`src/sv/bds_pkg.sv`:
```
// Shared types and constants for the power-of-two box downscaler.
package bds_pkg;

    localparam int PIXEL_BITS    = 16;
    localparam int MAX_OUT_WIDTH = 1024;
    localparam int MAX_SHIFT     = 4;

    localparam int SAMPLE_BITS = 16;
    localparam int SUM_BITS    = 24;
    localparam int OUT_BITS    = 16;
    localparam int LANES       = 4;

    localparam int CFG_IDX_BITS  = 2;
    localparam int CFG_DATA_BITS = 11;
    localparam int SHIFT_BITS    = 3;
    localparam int WIDTH_BITS    = 11;
    localparam int QUEUE_DEPTH   = 4;

    localparam logic [CFG_IDX_BITS-1:0] CFG_X_SHIFT      = 2'd0;
    localparam logic [CFG_IDX_BITS-1:0] CFG_Y_SHIFT      = 2'd1;
    localparam logic [CFG_IDX_BITS-1:0] CFG_OUT_WIDTH    = 2'd2;
    localparam logic [CFG_IDX_BITS-1:0] CFG_ALPHA_ENABLE = 2'd3;

    localparam logic [WIDTH_BITS-1:0] OUT_WIDTH_RESET = 11'd1024;

    // Per-request control decided at intake.
    typedef struct packed {
        logic first;     // overwrite the accumulator entry
        logic emit;      // last pixel of a block: produce a result
        logic row_end;   // last reduced pixel of the output row
        logic alpha_en;
    } t_ctrl;

    localparam int CTRL_BITS = $bits(t_ctrl);

endpackage

```
`src/sv/bds_front.sv`:
```
// Intake: configuration registers, block position counters and request classification.
module bds_front #(
    parameter int PIXEL_BITS    = bds_pkg::PIXEL_BITS,
    parameter int MAX_OUT_WIDTH = bds_pkg::MAX_OUT_WIDTH,
    parameter int MAX_SHIFT     = bds_pkg::MAX_SHIFT,
    localparam int COL_W = $clog2(MAX_OUT_WIDTH),
    localparam int SH_W  = $clog2(2 * MAX_SHIFT + 1)
) (
    input  logic                                      i_clk,
    input  logic                                      i_rst_n,
    input  logic                                      i_cfg_we,
    input  logic [bds_pkg::CFG_IDX_BITS-1:0]          i_cfg_index,
    input  logic [bds_pkg::CFG_DATA_BITS-1:0]         i_cfg_data,
    input  logic                                      i_accept,
    input  logic [bds_pkg::LANES-1:0][PIXEL_BITS-1:0] i_smp,
    output logic [bds_pkg::LANES-1:0][PIXEL_BITS-1:0] o_smp,
    output logic [COL_W-1:0]                          o_col,
    output logic [SH_W-1:0]                           o_sh,
    output bds_pkg::t_ctrl                            o_ctrl
);

    localparam int XS_W   = $clog2(MAX_SHIFT + 1);
    localparam int SUB_W  = MAX_SHIFT;
    localparam int WID_W  = $clog2(MAX_OUT_WIDTH + 1);
    localparam int CMP_W  = (WID_W > bds_pkg::WIDTH_BITS) ? WID_W : bds_pkg::WIDTH_BITS;

    logic [bds_pkg::SHIFT_BITS-1:0] r_x_shift;
    logic [bds_pkg::SHIFT_BITS-1:0] r_y_shift;
    logic [bds_pkg::WIDTH_BITS-1:0] r_out_width;
    logic                           r_alpha_en;

    logic [SUB_W-1:0] r_sub_col, n_sub_col;
    logic [SUB_W-1:0] r_sub_row, n_sub_row;
    logic [COL_W-1:0] r_out_col, n_out_col;

    logic [XS_W-1:0]    xs, ys;
    logic [SUB_W:0]     xr, yr;
    logic [CMP_W-1:0]   eff_w;
    logic [COL_W-1:0]   col;
    logic               last_col, last_row, last_out;

    always_ff @(posedge i_clk) begin
        if (!i_rst_n) begin
            r_x_shift   <= '0;
            r_y_shift   <= '0;
            r_out_width <= bds_pkg::OUT_WIDTH_RESET;
            r_alpha_en  <= 1'b0;
        end else if (i_cfg_we) begin
            case (i_cfg_index)
                bds_pkg::CFG_X_SHIFT:      r_x_shift   <= i_cfg_data[bds_pkg::SHIFT_BITS-1:0];
                bds_pkg::CFG_Y_SHIFT:      r_y_shift   <= i_cfg_data[bds_pkg::SHIFT_BITS-1:0];
                bds_pkg::CFG_OUT_WIDTH:    r_out_width <= i_cfg_data[bds_pkg::WIDTH_BITS-1:0];
                bds_pkg::CFG_ALPHA_ENABLE: r_alpha_en  <= i_cfg_data[0];
                default: ;
            endcase
        end
    end

    always_comb begin
        // saturate shifts and clamp the row width
        xs = (r_x_shift > MAX_SHIFT) ? XS_W'(MAX_SHIFT) : XS_W'(r_x_shift);
        ys = (r_y_shift > MAX_SHIFT) ? XS_W'(MAX_SHIFT) : XS_W'(r_y_shift);
        xr = {{SUB_W{1'b0}}, 1'b1} << xs;
        yr = {{SUB_W{1'b0}}, 1'b1} << ys;
        if (r_out_width == '0) begin
            eff_w = CMP_W'(1);
        end else if (CMP_W'(r_out_width) > CMP_W'(MAX_OUT_WIDTH)) begin
            eff_w = CMP_W'(MAX_OUT_WIDTH);
        end else begin
            eff_w = CMP_W'(r_out_width);
        end
        col = (CMP_W'(r_out_col) < CMP_W'(MAX_OUT_WIDTH)) ? r_out_col : '0;

        last_col = ({1'b0, r_sub_col} + 1'b1) >= xr;
        last_row = ({1'b0, r_sub_row} + 1'b1) >= yr;
        last_out = ({1'b0, CMP_W'(col)} + 1'b1) >= {1'b0, eff_w};

        n_sub_col = r_sub_col;
        n_sub_row = r_sub_row;
        n_out_col = r_out_col;
        if (i_accept) begin
            if (last_col) begin
                n_sub_col = '0;
                if (last_out) begin
                    n_out_col = '0;
                    n_sub_row = last_row ? '0 : r_sub_row + 1'b1;
                end else begin
                    n_out_col = col + 1'b1;
                end
            end else begin
                n_sub_col = r_sub_col + 1'b1;
                n_out_col = col;
            end
        end

        o_smp          = i_smp;
        o_col          = col;
        o_sh           = SH_W'(xs) + SH_W'(ys);
        o_ctrl.first   = (r_sub_row == '0) && (r_sub_col == '0);
        o_ctrl.emit    = last_col && last_row;
        o_ctrl.row_end = last_out;
        o_ctrl.alpha_en = r_alpha_en;
    end

    always_ff @(posedge i_clk) begin
        if (!i_rst_n) begin
            r_sub_col <= '0;
            r_sub_row <= '0;
            r_out_col <= '0;
        end else begin
            r_sub_col <= n_sub_col;
            r_sub_row <= n_sub_row;
            r_out_col <= n_out_col;
        end
    end

endmodule

```
`config.mk`:
```
export PLATFORM = sky130hd
export DESIGN_NAME = bds_front
export DESIGN_NICKNAME = d
export VERILOG_FILES = /design/src/sv/bds_pkg.sv /design/src/sv/bds_front.sv
export SDC_FILE = /design/constraint.sdc
export NUM_CORES = 1
export LEC_CHECK = 0
export BUFFER_PORTS_ARGS = -buffer_cell sky130_fd_sc_hd__buf_2
export CORE_ASPECT_RATIO = 0.6
export CORE_MARGIN = 3
export CORE_UTILIZATION = 41
export DETAILED_ROUTE_END_ITERATION = 10
export PLACE_DENSITY = 0.87
export SLEW_MARGIN = 5
export SYNTH_ARGS = -nofsm -noshare
export SYNTH_HDL_FRONTEND = slang
export SYNTH_SLANG_ARGS = --single-unit
```
`constraint.sdc`:
```
create_clock -name i_clk -period 3.25 [get_ports i_clk]
set_input_delay 0.8125 -clock i_clk [delete_from_list [all_inputs] [get_ports i_clk]]
set_output_delay 0.8125 -clock i_clk [all_outputs]
set_load 0.03 [all_outputs]
```
==> impl_metrics.py <==
metrics = {
    "global_route": {
        "grt_pass1_vias": 2275,
        "gr-usage-all-layers_pct": 17.1,
        "antenna_found_initial": 0,
        "grt_max_degree": 31,
        "grt_pass1_wl_mm": 11.4,
        "overflow": 0,
    },
    "floorplanning": {
        "fp.dieH_um": 71.7,
        "die_area_sq_um": 8290,
        "die_w_um": 116,
        "core_sq_um": 6820,
        "row_count": 23,
        "start_util_pct": 43.3,
        "io-pin-count": 163,
    },
    "synth": {
        "yosys.area_share.adder_pct": 13.0,
        "yosys.cell_types.count": 46,
        "synth_nets": 486,
        "synth_top_area_share_pct": 24.4,
        "synth_top_family_by_area": "simple AND/OR/NAND/NOR gates",
        "synth_top_flop_cell": "dfxtp_1",
        "synth-seq-cells": 36,
        "synthArstFlopShare_pct": 0,
        "synth-simple-area-share_pct": 22.5,
        "yosysMostFrequentCell": "buf_4",
        "synth_edf_count": 0,
        "synthTopCellsByCount": "66 x buf_4, 59 x nand2_1, 36 x dfxtp_1",
        "yosysWarnings": 0,
        "synth-xor-area-share_pct": 3.86,
        "syn_inst": 375,
        "synth.area.top_cells": "dfxtp_1 24%, buf_4 17%, ha_1 12%, nand2_1 7.5%, a21oi_1 3.9%",
        "ys_seq_area_share_pct": 24.4,
        "syn_area_sq_um": 2950,
        "synth_compound_area_share_pct": 13.4,
        "synth_top_area_cell": "dfxtp_1",
        "avgSynthCellArea_sq_um": 7.87,
        "muxShareOfSynthArea_pct": 2.42,
    },
    "clock_network": {
        "ctsHoldBuffers": 0,
        "htreeDepth": 2,
        "cts.clk_slew.worst_paths_ps": 60,
        "clockRootBuffer": "clkbuf_16",
        "cts_tree": "built",
        "cts_made_buffers": 5,
        "clock-sinks": 36,
        "clockBufferDepth": 2,
        "clock_latency_ps": 280,
    },
    "detailed_routing": {
        "detail_route.first_pass.iterations": 4,
        "drtIter0Drc": 180,
        "antenna_left": 0,
        "wl_per_cell_um": 15.8,
        "drc": 0,
        "wl_mm": 7.03,
        "vias": 2446,
        "drt-vias-per-instance": 5.51,
    },
    "timing": {
        "slew_viol_final": 0,
        "finalCriticalPeriod_ps": 3240,
        "tns_ps": 0,
        "rsz0062_at_grt": "true",
        "worst_slew_pin_slew_ps": 830,
        "layout_worst_path_cycle_share_pct": 99.8,
        "hold_viol_final": 0,
        "fmax_ghz": 0.308,
        "whs_ps": 480,
        "finalSetupViolCount": 0,
        "relSlewSlack_pct": 43.9,
        "skew_ps": 5.06,
    },
    "layout": {
        "antenna-diode-count": 0,
        "fin_area_sq_um": 3140,
        "multiInputGateArea_sq_um": 1780,
        "drive_above_1_share_pct": 26.9,
        "nNetsFinal": 467,
        "area_delta_synth_final_pct": 6.40,
        "fillers": 654,
        "regArea_sq_um": 738,
    },
    "power": {
        "sequentialPowerShare_pct": 40.4,
        "clock_power_share_pct": 42.1,
        "p_comb_share_pct": 17.6,
        "cellPowerDensity_nw_per_um2": 369,
        "p_sw_share_pct": 27.8,
        "p_leak_nw": 1.38,
        "vdd_drop_max_mv": 0.186,
        "internal_power_uw": 837,
        "p_switching_uw": 322,
    },
    "placement": {
        "routabilityCongestion": 0.899,
        "placed_area_sq_um": 2760,
        "port_buffers": 34,
        "hpwl_mm": 5.02,
    },
    "setup_path": {
        "r2r_cells": 11,
        "reg2reg_slack_ps": 480,
        "required_ps": 2440,
        "crit_arrival_ps": 2430,
        "r2r_start": "o_col[8]",
        "critical_path_class": "register to output port",
        "timing.rr.end": "o_col[0]",
        "crit_fanout": 6,
        "start_kind": "register",
        "crit_path_end_kind": "output port",
    },
    "job": {
        "drv_cap": 0,
    },
    "status": {
        "status": "finished clean",
    },
    "worst_hold_path": {
        "min_to": "r_out_width[7]",
        "hold_path_class": "register to register",
        "worstHoldPathCells": 2,
        "holdCritStartpoint": "r_out_width[7]",
    },
}
==> sequential cells by signal, summed over array words and instances, names as in the netlist <==
name	cells
r_sub_col	4
o_col	10
r_x_shift	3
r_sub_row	4
r_alpha_en	1
r_out_width	11
r_y_shift	3
==> power by group through the flow <==
stage | Sequential, mW | Combinational, mW | Clock (mW)
floorplan | 0.480 | 0.273 | 0
global placement | 0.476 | 0.178 | 0
detailed placement | 0.478 | 0.184 | 0
CTS | 0.468 | 0.195 | 0.494
global route | 0.469 | 0.223 | 0.514
finish | 0.467 | 0.204 | 0.487
==> cell families (layout without fill, tap and decap cells) <==
family / after synthesis / count (layout)
multiplexers: 7 / 7
AND/OR/NAND/NOR: 139 / 139
flip-flops: 36 / 36
XOR/XNOR: 13 / 13
AO/OA/AOI/OAI: 58 / 58
adder cells (fa/ha/maj): 30 / 30
buffers and inverters: 92 / 74
==> per-stage QoR <==
stage / total power [mW] / worst slack (ps) / utilization [%] / std cells
2_1_floorplan: 0.753 / 15.5 / - / 375
3_3_place_gp: 0.654 / 236 / 40.5 / 422
3_5_place_dp: 0.662 / 176 / 40.5 / 422
4_1_cts: 1.16 / 6.23 / 44.7 / 442
5_1_grt: 1.21 / -85.5 / 46.0 / 444
6_report: 1.16 / 7.83 / 46.0 / 444
==> what timing repair did <==
item | 4_1_cts | 5_1_grt
buffers inserted | 12 | 2
endpoints found under the setup margin | 1 | 2
pin swaps | 6 | 9
resized for setup | 11 | 16
==> final cells by class <==
class,instances,share of cell area (%)
Multi-Input combinational cell,247,56.7
Timing Repair Buffer,52,9.92
Inverter,14,1.75
Tap cell,87,3.47
Clock buffer,8,4.66
Sequential cell,36,23.5
==> critical path, stage by stage, from the launching register on <==
cell      delay [ps]
dfxtp_1          470
nand4_1          220
nor3_4           230
xor2_2           200
ha_1             270
nand2_2          130
nor2_2            70
a221oi_4         370
inv_4             50
buf_6            140
==> worst max path at each step <==
| stage | from | end | slack [ps] |
|---|---|---|---|
| floorplan | o_col[0] | o_ctrl[1] | 20 |
| global placement | o_col[0] | o_ctrl[1] | 240 |
| detailed placement | o_col[0] | o_ctrl[1] | 180 |
| CTS | o_col[0] | o_ctrl[1] | 6 |
| global route | o_col[1] | o_ctrl[1] | -90 |
| finish | o_col[8] | o_ctrl[1] | 8 |
==> cells in the final DEF (no fill, tap or decap), types with 3 or more instances in the layout <==
cell type	n
nor3_1	4
a21o_1	4
or3_1	5
nor4_1	3
xnor2_1	5
nor2b_1	5
nand4b_1	4
ha_1	27
dfxtp_4	3
dfxtp_2	5
mux2i_1	6
a21oi_1	21
nand2_1	56
clkbuf_16	5
and3_1	4
o221ai_1	5
nand2b_1	6
o21ai_0	3
inv_1	13
buf_4	18
buf_2	33
nand4_1	4
dfxtp_1	28
o211ai_1	4
xor2_1	6
nor2_1	16
nand2_2	3
nand3_1	13
a21oi_2	4
==> layer usage <==
layer / vias to the layer above / share of wire [%] / track usage [%]
met5: - / 0 / 0
met4: 0 / 1.7 / 4.43
met3: 18 / 7.7 / 5.23
met2: 119 / 42 / 24.3
met1: 1125 / 48 / 25.1
li1: 1184 / - / -
(Power assumes the default switching activity.)
