$ cat config.mk
export PLATFORM = sky130hd
export DESIGN_NAME = bds_queue
export DESIGN_NICKNAME = d
export VERILOG_FILES = /design/src/sv/bds_pkg.sv /design/src/sv/bds_queue.sv
export SDC_FILE = /design/constraint.sdc
export NUM_CORES = 1
export LEC_CHECK = 0
export ABC_CLOCK_PERIOD_IN_PS = 1710
export BUFFER_PORTS_ARGS = -buffer_cell sky130_fd_sc_hd__clkbuf_2
export CAP_MARGIN = 20
export CORE_UTILIZATION = 35
export DETAILED_ROUTE_END_ITERATION = 10
export SYNTH_ARGS = -nofsm -noshare
export SYNTH_HDL_FRONTEND = slang
export SYNTH_SLANG_ARGS = --single-unit
$ cat constraint.sdc
create_clock -name i_clk -period 1.71 [get_ports i_clk]
set_input_delay 0.342 -clock i_clk [delete_from_list [all_inputs] [get_ports i_clk]]
set_output_delay 0.342 -clock i_clk [all_outputs]
set_load 0.005 [all_outputs]
$ cat src/sv/bds_pkg.sv
// Shared types and constants for the power-of-two box downscaler.
package bds_pkg;

    localparam int PIXEL_BITS    = 16;
    localparam int MAX_OUT_WIDTH = 1024;
    localparam int MAX_SHIFT     = 4;

    localparam int SAMPLE_BITS = 16;
    localparam int SUM_BITS    = 24;
    localparam int OUT_BITS    = 16;
    localparam int LANES       = 4;

    localparam int CFG_IDX_BITS  = 2;
    localparam int CFG_DATA_BITS = 11;
    localparam int SHIFT_BITS    = 3;
    localparam int WIDTH_BITS    = 11;
    localparam int QUEUE_DEPTH   = 4;

    localparam logic [CFG_IDX_BITS-1:0] CFG_X_SHIFT      = 2'd0;
    localparam logic [CFG_IDX_BITS-1:0] CFG_Y_SHIFT      = 2'd1;
    localparam logic [CFG_IDX_BITS-1:0] CFG_OUT_WIDTH    = 2'd2;
    localparam logic [CFG_IDX_BITS-1:0] CFG_ALPHA_ENABLE = 2'd3;

    localparam logic [WIDTH_BITS-1:0] OUT_WIDTH_RESET = 11'd1024;

    // Per-request control decided at intake.
    typedef struct packed {
        logic first;     // overwrite the accumulator entry
        logic emit;      // last pixel of a block: produce a result
        logic row_end;   // last reduced pixel of the output row
        logic alpha_en;
    } t_ctrl;

    localparam int CTRL_BITS = $bits(t_ctrl);

endpackage

$ cat src/sv/bds_queue.sv
// Short request queue between intake and the accumulator pipeline.
module bds_queue #(
    parameter int W     = 8,
    parameter int DEPTH = bds_pkg::QUEUE_DEPTH
) (
    input  logic         i_clk,
    input  logic         i_rst_n,
    input  logic         i_push,
    input  logic [W-1:0] i_data,
    output logic         o_full,
    input  logic         i_pop,
    output logic         o_valid,
    output logic [W-1:0] o_data
);

    localparam int PTR_W = (DEPTH > 1) ? $clog2(DEPTH) : 1;
    localparam int CNT_W = $clog2(DEPTH + 1);

    logic [W-1:0]     r_slot [DEPTH];
    logic [PTR_W-1:0] r_wr_ptr, r_rd_ptr;
    logic [CNT_W-1:0] r_count;

    assign o_full  = (r_count == CNT_W'(DEPTH));
    assign o_valid = (r_count != '0);
    assign o_data  = r_slot[r_rd_ptr];

    always_ff @(posedge i_clk) begin
        if (i_push) begin
            r_slot[r_wr_ptr] <= i_data;
        end
    end

    always_ff @(posedge i_clk) begin
        if (!i_rst_n) begin
            r_wr_ptr <= '0;
            r_rd_ptr <= '0;
            r_count  <= '0;
        end else begin
            if (i_push) begin
                r_wr_ptr <= (r_wr_ptr == PTR_W'(DEPTH - 1)) ? '0 : r_wr_ptr + 1'b1;
            end
            if (i_pop) begin
                r_rd_ptr <= (r_rd_ptr == PTR_W'(DEPTH - 1)) ? '0 : r_rd_ptr + 1'b1;
            end
            r_count <= r_count + CNT_W'(i_push) - CNT_W'(i_pop);
        end
    end

endmodule

==> impl_metrics.csv, run 1 <==
group,metric,value,unit
yosys,synth_nets,106,
setup_path,crit_path_top_delay_cell,"mux4_2",
sta,setup_viol,5,
place,dp_cells,159,
clock_network,cts_root_buffer,"clkbuf_8",
sta,period_share,101.9,%
yosys,ys_ff_latch,41,
sta,tightest_slew,0.4500,ns
cells_and_area,final_core_util,42.78,%
die,core,4384,sq um
cells_and_area,final_cells,166,
clock_network,clk_pin_slew,0.08,ns
route,ant_nets,0,
sta,finalHoldViolCount,0,
global_route,antenna_found_initial,0,
setup_path,end_kind,"output pin",
place,gp_congestion,0.6296,
setup_path,path_max_fanout,8,
route,drt-initial-drc-count,22,
place,dp_hpwl,1762,microns
setup_path,crit_arrival,1.40,ns
clock_network,holdBufCountCts,0,
power,leakage,0.7092,nW
route,vias,789,
cells_and_area,fin_area,1876,sq um
place,dpl_cell_area,1798,sq um
global_route,grt_max_degree,12,
setup_path,cpPeakStageDelay,0.50,ns
route,vias_per_cell,4.753,
sta,fin_ws,-0.03262,ns
place,io_buffers,21,
cells_and_area,area_growth,16.02,%
yosys,ys_warn_count,0,
die,start_util,36.87,%
sta,grt_setup_unrepaired,"true",
setup_path,start_kind,"register",
global_route,grt_pass1_vias,835,
sta,period_minus_slack,1.743,ns
route,dr.pass1.iters,4,
setup_path,crit_family,"multiplexers",
sta,max_freq,573.8,MHz
power,peakVddDrop,0.5619,mV
setup_path,path_buf_inv,2,
route,drc,0,
yosys,synth.avg_cell_area,18.80,sq um
sta,finalClockSkew,0.007067,ns
setup_path,crit_chain,"buf_12 -> mux4_2 -> clkbuf_2",
clock_network,post_cts_buffers,0,
die,die_h,69.96,microns
sta,worst_hold_slack,0.2743,ns
run_status,status,"finished, violations left",
min_path,hold_path.class,"input pin to register",
clock_network,htreeDepth,2,
clock_network,cts.sink_count,41,
die,io_pins,22,
clock_network,clkLatencyLatePin,0.29,ns
power,p_per_area,1076,nW/um^2
yosys,syn_inst,86,
route,totalWireLength,2547,microns
global_route,grt_pass1_wl,4091,microns
setup_path,worstPathRequired,1.37,ns
clock_network,cts_tree,"yes",
yosys,syn_area,1617,sq um
yosys,seq_area_frac_synth,70.59,%
route,post_drt_wl_per_cell,15.34,microns
clock_network,cts_buffer_depth,2,
sta,slew_headroom,70.00,%
setup_path,crit_type,"register to output pin",
yosys,ys_types,17,
die,num_rows,24,
run_status,violations,"setup timing",
sta,totalNegativeSetupSlack,-0.04293,ns
die,die-area,4894,sq um
clock_network,numCtsBuffers,5,
cells_and_area,diodes,0,
flow_run,maxCapViolCount,0,
global_route,gr-total-overflow,0,
die,die_w,69.96,microns
sta,slew_violations,0,
cells_and_area,drive_above_1_share,32.46,%
cells_and_area,layout.nets,134,
global_route,grt_use_total,11.41,%
==> registers in the layout, summed over array words and instances, names as in the netlist, named ones only <==
| register | flops |
|---|---|
| r_slot | 32 |
| r_count | 3 |
| r_rd_ptr | 2 |
| r_wr_ptr | 2 |
==> stage by stage <==
step                setup WS [ns]  total power, mW
floorplan                  0.2108            1.360
global placement          0.08667            1.453
CTS                      -0.06570            2.044
detailed placement        0.03911            1.469
global route              -0.1016            2.119
finish                   -0.03262            2.019
==> logic make-up (layout without fill, tap and decap cells) <==
group	count (synthesis)	in the layout	share of synthesized area (%)
DFF	41	41	70.59
and+or+nand+nor	15	15	5.651
muxes	10	10	12.38
buffers and inverters	9	37	2.632
adders and majority gates	8	8	6.656
AOI/OAI and AO/OA	2	2	0.6192
xor gates and xnor gates	1	1	1.470
==> metal layers <==
layer	vias up	GRT usage, %	wire length, microns
li1	379	-	-
met1	383	13.47	1111
met2	22	18.38	1241
met3	5	4.329	160
met4	0	5.333	34
met5	-	0	0
==> power by group <==
part	internal (mW)	switching, mW	leakage (nW)
registers	1.14	0.0326	0.369
logic	0.157	0.111	0.302
clock network	0.275	0.306	0.0387
total	1.57	0.449	0.709
==> final timing paths <==
| path | startpoint | end | slack [ns] | cells past startpoint |
|---|---|---|---|---|
| setup / recovery | register | o_data[4] | -0.03 | 3 |
| hold reg to reg | r_rd_ptr[0] | register | 0.53 | 2 |
| hold / removal | i_data[5] | r_slot[0][5] | 0.27 | 1 |
| setup reg to reg | r_count[0] | r_count[2] | 0.13 | 7 |
==> cell type report <==
class                      count  area, sq um
clock buffer                   6        72.57
clock inverter                 1        3.754
fill                         406         2509
inverter                       7        26.28
multi-input combinational     36        432.9
sequential                    41         1142
tap                           52        65.06
timing repair buffer          23        132.6
==> Yosys cell counts <==
cell | instances | area, sq um
edfxtp_1 | 32 | 960.9
dfxtp_1 | 9 | 180.2
mux4_2 | 8 | 180.2
ha_1 | 7 | 87.58
inv_1 | 7 | 26.28
and2_1 | 6 | 37.54
nor2_1 | 3 | 11.26
a21oi_1 | 2 | 10.01
mux2i_1 | 2 | 20.02
nand2b_1 | 2 | 12.51
or3b_1 | 2 | 17.52
and3_1 | 1 | 6.260
buf_6 | 1 | 11.26
clkbuf_2 | 1 | 5.000
fa_1 | 1 | 20.02
or3_1 | 1 | 6.260
xor3_1 | 1 | 23.77
==> timing repair <==
action,4_1_cts,5_1_grt
gates resized for setup,1,0
endpoints found under the setup margin,8,8
pin swaps,0,0
gates cloned,0,0
==> layout by cell type, fill, tap and decap left out, drive strengths merged <==
| master | n |
|---|---|
| edfxtp | 32 |
| clkbuf | 27 |
| dfxtp | 9 |
| mux4 | 8 |
| inv | 7 |
| ha | 7 |
| and2 | 6 |
| nor2 | 3 |
| or3b | 2 |
| nand2b | 2 |
| a21oi | 2 |
| mux2i | 2 |
| buf | 2 |
| or3 | 1 |
| and3 | 1 |
| xor3 | 1 |
| fa | 1 |
| clkinv | 1 |
(Power assumes the default switching activity.)
==> inputs of run 2 (changes only) <==
--- a/config.mk
+++ b/config.mk
@@ -10,6 +10,7 @@
 export CAP_MARGIN = 20
 export CORE_UTILIZATION = 35
 export DETAILED_ROUTE_END_ITERATION = 10
+export REMOVE_ABC_BUFFERS = 1
 export SYNTH_ARGS = -nofsm -noshare
 export SYNTH_HDL_FRONTEND = slang
 export SYNTH_SLANG_ARGS = --single-unit
==> run 2 against run 1 <==
  * Clock power up 20%
  * Fmax increased by 0.15%
  * Global-route usage is 0.70 points higher
  * Combinational power is 1% higher
  * Non-clock buffer count unchanged
  * Final area up 1.4%
  * The run still ends with setup timing left
  * Utilization increased by 0.60 points
  * Highest routed layer unchanged
  * Sequential cell count did not move
==> impl_metrics.csv, run 2 (synthesis results as in run 1) <==
group,metric,value,unit
die,start_util,36.87,%
die,io_pins,22,
min_path,hold_path.class,"input pin to register",
global_route,grt_pass1_wl,4305,microns
cells_and_area,layout.nets,134,
setup_path,crit_path_top_delay_cell,"mux4_2",
setup_path,crit_chain,"buf_12 -> mux4_2 -> clkbuf_2",
sta,period_minus_slack,1.740,ns
place,gp_congestion,0.6345,
global_route,grt_use_total,12.11,%
sta,finalClockSkew,0.009770,ns
clock_network,numCtsBuffers,5,
sta,totalNegativeSetupSlack,-0.1200,ns
setup_path,start_kind,"register",
power,clkPwrFrac,32.5,%
power,power_frac_comb,12.7,%
route,ant_nets,0,
power,leakage,0.7239,nW
sta,max_freq,574.7,MHz
setup_path,crit_arrival,1.40,ns
power,p_int,1.668,mW
cells_and_area,diodes,0,
power,p_switching,0.4706,mW
power,power_frac_seq,54.8,%
cells_and_area,final_cell_mix,"32 x edfxtp_1, 21 x clkbuf_2, 8 x mux4_2, 8 x dfxtp_1",
sta,tightest_slew,0.4707,ns
clock_network,cts_root_buffer,"clkbuf_8",
setup_path,cpPeakStageDelay,0.50,ns
sta,setup_viol,8,
run_status,violations,"setup timing",
die,die_h,69.96,microns
clock_network,cts_tree,"yes",
die,die-area,4894,sq um
route,vias_per_cell,4.737,
cells_and_area,largest_register_ffs,32,
cells_and_area,final_core_util,43.38,%
route,drt-initial-drc-count,56,
clock_network,clkLatencyLatePin,0.29,ns
clock_network,htreeDepth,2,
die,num_rows,24,
power,swShare,22.01,%
route,dr_wl_met3,146,microns
route,dr.pass1.iters,4,
route,wl_met1,1108,microns
cells_and_area,layout_commonest_cell,"edfxtp_1",
setup_path,worstPathRequired,1.37,ns
clock_network,cts.sink_count,41,
route,vias,791,
route,totalWireLength,2519,microns
route,maxUsedRoutingLayer,"met4",
setup_path,path_max_fanout,8,
sta,fin_ws,-0.03007,ns
cells_and_area,area_growth,17.65,%
clock_network,clk_pin_slew,0.08,ns
setup_path,crit_type,"register to output pin",
sta,slew_violations,0,
cells_and_area,top_regs,"r_slot: 32 flops, r_count: 3 flops",
global_route,grt_max_degree,14,
clock_network,cts_buffer_depth,2,
route,dr_wl_met2,1223,microns
place,io_buffers,21,
sta,period_share,101.8,%
die,die_w,69.96,microns
global_route,grt_pass1_vias,865,
power,peakVddDrop,0.4655,mV
cells_and_area,drive_above_1_share,33.91,%
power,p_per_area,1124,nW/um^2
setup_path,end_kind,"output pin",
die,core,4384,sq um
place,dp_hpwl,1743,microns
clock_network,post_cts_buffers,0,
global_route,gr-total-overflow,0,
global_route,antenna_found_initial,0,
flow_run,maxCapViolCount,0,
cells_and_area,regMostFlops,"r_slot",
route,drc,0,
sta,slew_headroom,68.62,%
sta,grt_setup_unrepaired,"true",
power,total_power,2.138,mW
sta,finalHoldViolCount,0,
run_status,status,"finished, violations left",
cells_and_area,fillers,397,
route,post_drt_wl_per_cell,15.08,microns
==> run 2: cell types whose count changed in the layout (fill, tap and decap cells not counted) <==
| cell | change |
|---|---|
| clkbuf_16 | +1 |
| clkinv_1 | -1 |
| clkinv_2 | +1 |
==> run 2: timing repair <==
action / 4_1_cts / 5_1_grt
hold endpoints to repair: 0 / 0
hold buffers: 0 / 0
gates resized for setup: 1 / 0
endpoints found under the setup margin: 8 / 8
==> run 2: through the flow <==
| step | area, sq um | hold WS (ns) | std cells | setup slack (ns) |
|---|---|---|---|---|
| after floorplan | 1600 | 0.4409 | 84 | 0.2108 |
| after detailed placement | 1798 | 0.5083 | 159 | 0.04273 |
| after CTS | 1902 | 0.2622 | 167 | -0.04764 |
| after global placement | 1798 | 0.4907 | 159 | 0.09366 |
| final | 1902 | 0.2716 | 167 | -0.03007 |
| after global routing | 1902 | 0.2617 | 167 | -0.09212 |
==> run 2: critical path: cells and delay by family (launching register included) <==
kind	cells	cell delay, ns
mux	1	0.50
flops	1	0.34
buf+inv	2	0.27
==> run 2: area by class of cell <==
cell class	instances	area, sq um	share of cell area [%]
repair buffers	23	132.6	6.974
clock inverters	1	5.005	0.2632
multi-input cells	36	432.9	22.76
clock buffers	7	97.59	5.132
well taps	52	65.06	3.421
inverters	7	26.28	1.382
flip-flops and latches	41	1142	60.07
==> run 2: power by group through the flow <==
stage,registers (mW),logic [mW],clock network [mW]
floorplan,1.19,0.167,0
global placement,1.19,0.262,0
detailed placement,1.19,0.279,0
CTS,1.17,0.280,0.711
global route,1.18,0.307,0.761
finish,1.17,0.272,0.695
==> run 2: path summary, 6_finish.rpt <==
check | from | end | slack [ns] | depth (start not counted)
hold / removal | i_data[5] | r_slot[3][5] | 0.27 | 1
hold reg to reg | r_rd_ptr[0] | register | 0.51 | 2
setup reg to reg | r_count[0] | r_count[2] | 0.13 | 7
setup / recovery | register | o_data[2] | -0.03 | 3
==> run 2: per-layer routing <==
metal,up-vias,global-route usage [%]
met5,-,0
met4,0,6.667
met3,5,3.608
met2,20,19.12
met1,390,14.86
li1,376,-
==> inputs of run 3 (changes only) <==
--- a/config.mk
+++ b/config.mk
@@ -6,10 +6,10 @@
 export NUM_CORES = 1
 export LEC_CHECK = 0
 export ABC_CLOCK_PERIOD_IN_PS = 1710
-export BUFFER_PORTS_ARGS = -buffer_cell sky130_fd_sc_hd__clkbuf_2
 export CAP_MARGIN = 20
 export CORE_UTILIZATION = 35
 export DETAILED_ROUTE_END_ITERATION = 10
+export DONT_BUFFER_PORTS = 1
 export REMOVE_ABC_BUFFERS = 1
 export SYNTH_ARGS = -nofsm -noshare
 export SYNTH_HDL_FRONTEND = slang
==> run 3 against run 2 <==
  * The flow now finishes without violations
  * Register-to-register slack barely moved
  * Critical path depth decreased by 1
  * Wire length shrank 3.1%
  * Fmax grew 5.6%
  * Combinational power shrank 21%
  * First-iteration DRC count decreased by 18%
  * Clock skew down 0.0046 ns
  * Hold slack got worse by 0.13 ns
  * Die area unchanged
  * Final area is 7.0% lower
  * Final cell count decreased by 13%
  * Critical path type unchanged
==> impl_metrics.csv, run 3 (synthesis results as in run 1) <==
group,metric,value,unit
sta,period_minus_slack,1.647,ns
global_route,grt_max_degree,14,
power,peakVddDrop,0.6077,mV
cells_and_area,largest_register_ffs,32,
cells_and_area,top_regs,"r_slot: 32 flops, r_count: 3 flops",
route,drt-initial-drc-count,46,
sta,finalClockSkew,0.005198,ns
power,leakage,0.6223,nW
cells_and_area,area_growth,9.366,%
setup_path,rr_worst_depth,7,
min_path,min_from,"i_data[2]",
cells_and_area,final_core_util,40.33,%
power,total_power,1.994,mW
cells_and_area,regMostFlops,"r_slot",
cells_and_area,diodes,0,
die,die-area,4894,sq um
clock_network,cts.sink_count,41,
clock_network,post_cts_buffers,0,
global_route,antenna_found_initial,0,
die,num_rows,24,
place,io_buffers,0,
flow_run,maxCapViolCount,0,
run_status,status,"finished clean",
cells_and_area,fillers,401,
power,p_per_area,1128,nW/um^2
clock_network,clkLatencyLatePin,0.29,ns
setup_path,path_max_fanout,8,
setup_path,worstPathRequired,1.37,ns
place,dp_hpwl,1673,microns
sta,setup_viol,0,
sta,tightest_slew,0.4587,ns
min_path,holdPathStages,0,
route,ant_nets,0,
power,power_frac_seq,58.7,%
cells_and_area,layout_commonest_cell,"edfxtp_1",
setup_path,crit_type,"register to output pin",
global_route,grt_pass1_wl,3843,microns
die,die_h,69.96,microns
cells_and_area,drive_above_1_share,18.28,%
global_route,grt_pass1_vias,793,
clock_network,htreeDepth,2,
cells_and_area,layout.nets,112,
clock_network,cts_tree,"yes",
die,start_util,36.87,%
clock_network,numCtsBuffers,5,
route,vias,719,
setup_path,start_kind,"register",
die,io_pins,22,
clock_network,cts_root_buffer,"clkbuf_8",
setup_path,r2r_start,"r_count[0]",
route,post_drt_wl_per_cell,16.83,microns
clock_network,cts_buffer_depth,2,
route,drc,0,
sta,period_share,96.32,%
die,die_w,69.96,microns
sta,slew_headroom,69.42,%
sta,finalHoldViolCount,0,
sta,max_freq,607.2,MHz
sta,worst_hold_slack,0.1401,ns
clock_network,holdBufCountCts,0,
route,vias_per_cell,4.959,
sta,slew_violations,0,
global_route,gr-total-overflow,0,
power,clkPwrFrac,30.6,%
sta,totalNegativeSetupSlack,0,ns
global_route,grt_use_total,11.19,%
min_path,hold_path.class,"input pin to register",
route,totalWireLength,2441,microns
setup_path,crit_arrival,1.31,ns
clock_network,clk_pin_slew,0.08,ns
sta,grt_setup_unrepaired,"false",
cells_and_area,final_cell_mix,"32 x edfxtp_1, 8 x mux4_2, 8 x dfxtp_1, 7 x inv_1, 7 x ha_1",
place,gp_congestion,0.6392,
power,power_frac_comb,10.8,%
power,p_switching,0.4540,mW
die,core,4384,sq um
power,p_int,1.540,mW
setup_path,end_kind,"output pin",
power,swShare,22.77,%
route,dr.pass1.iters,4,
## run 3: cell types whose count changed in the layout (fill, tap and decap cells not counted)
cell / before / now
clkbuf_16: 1 / 0
clkinv_4: 0 / 1
clkbuf_1: 1 / 0
clkinv_1: 0 / 1
buf_8: 0 / 1
clkbuf_2: 21 / 0
buf_12: 1 / 0
buf_4: 1 / 0
## run 3: stage by stage
step | cells | instance area, sq um | setup slack [ns]
global placement | 137 | 1673 | 0.1924
detailed placement | 137 | 1673 | 0.1050
floorplan | 84 | 1600 | 0.2108
finish | 145 | 1768 | 0.06297
CTS | 145 | 1763 | 0.01917
global route | 145 | 1768 | 0.002869
## run 3: what timing repair did
action / CTS / global route
pin swaps: 0 / 0
endpoints found under the setup margin: 4 / 8
gates resized for setup: 1 / 2
## run 3: path summary, 6_finish.rpt
kind,to,slack [ns]
worst max-delay path,o_data[2],0.06
worst min-delay path,r_slot[3][2],0.14
worst max register to register,r_count[2],0.12
worst min register to register,register,0.51
## run 3: metal layers
metal,global-route usage (%),share of wire (%)
met2,18.06,51
met3,5.051,8.4
met1,11.73,40
met4,7.333,0.98
met5,0,0
## run 3: power by group through the flow
stage          sequential [mW]  combinational, mW  clock, mW
2_1_floorplan             1.19              0.167          0
3_3_place_gp              1.19              0.200          0
3_5_place_dp              1.19              0.218          0
4_1_cts                   1.17              0.222      0.634
5_1_grt                   1.18              0.242      0.667
6_report                  1.17              0.215      0.610
## run 3: critical path, cell delays in order (launching register included)
cell and delay, ns:
dfxtp_2 0.33, buf_8 0.15, mux4_2 0.54
## run 3: area by class of cell
cell class	count	area [sq um]	area share, %
clock buffer	5	68.82	3.892
clock inverter	3	17.52	0.9908
inverter	7	26.28	1.486
multi-input combinational	36	432.9	24.49
sequential	41	1142	64.61
tap	52	65.06	3.680
timing repair buffer	1	15.01	0.8493
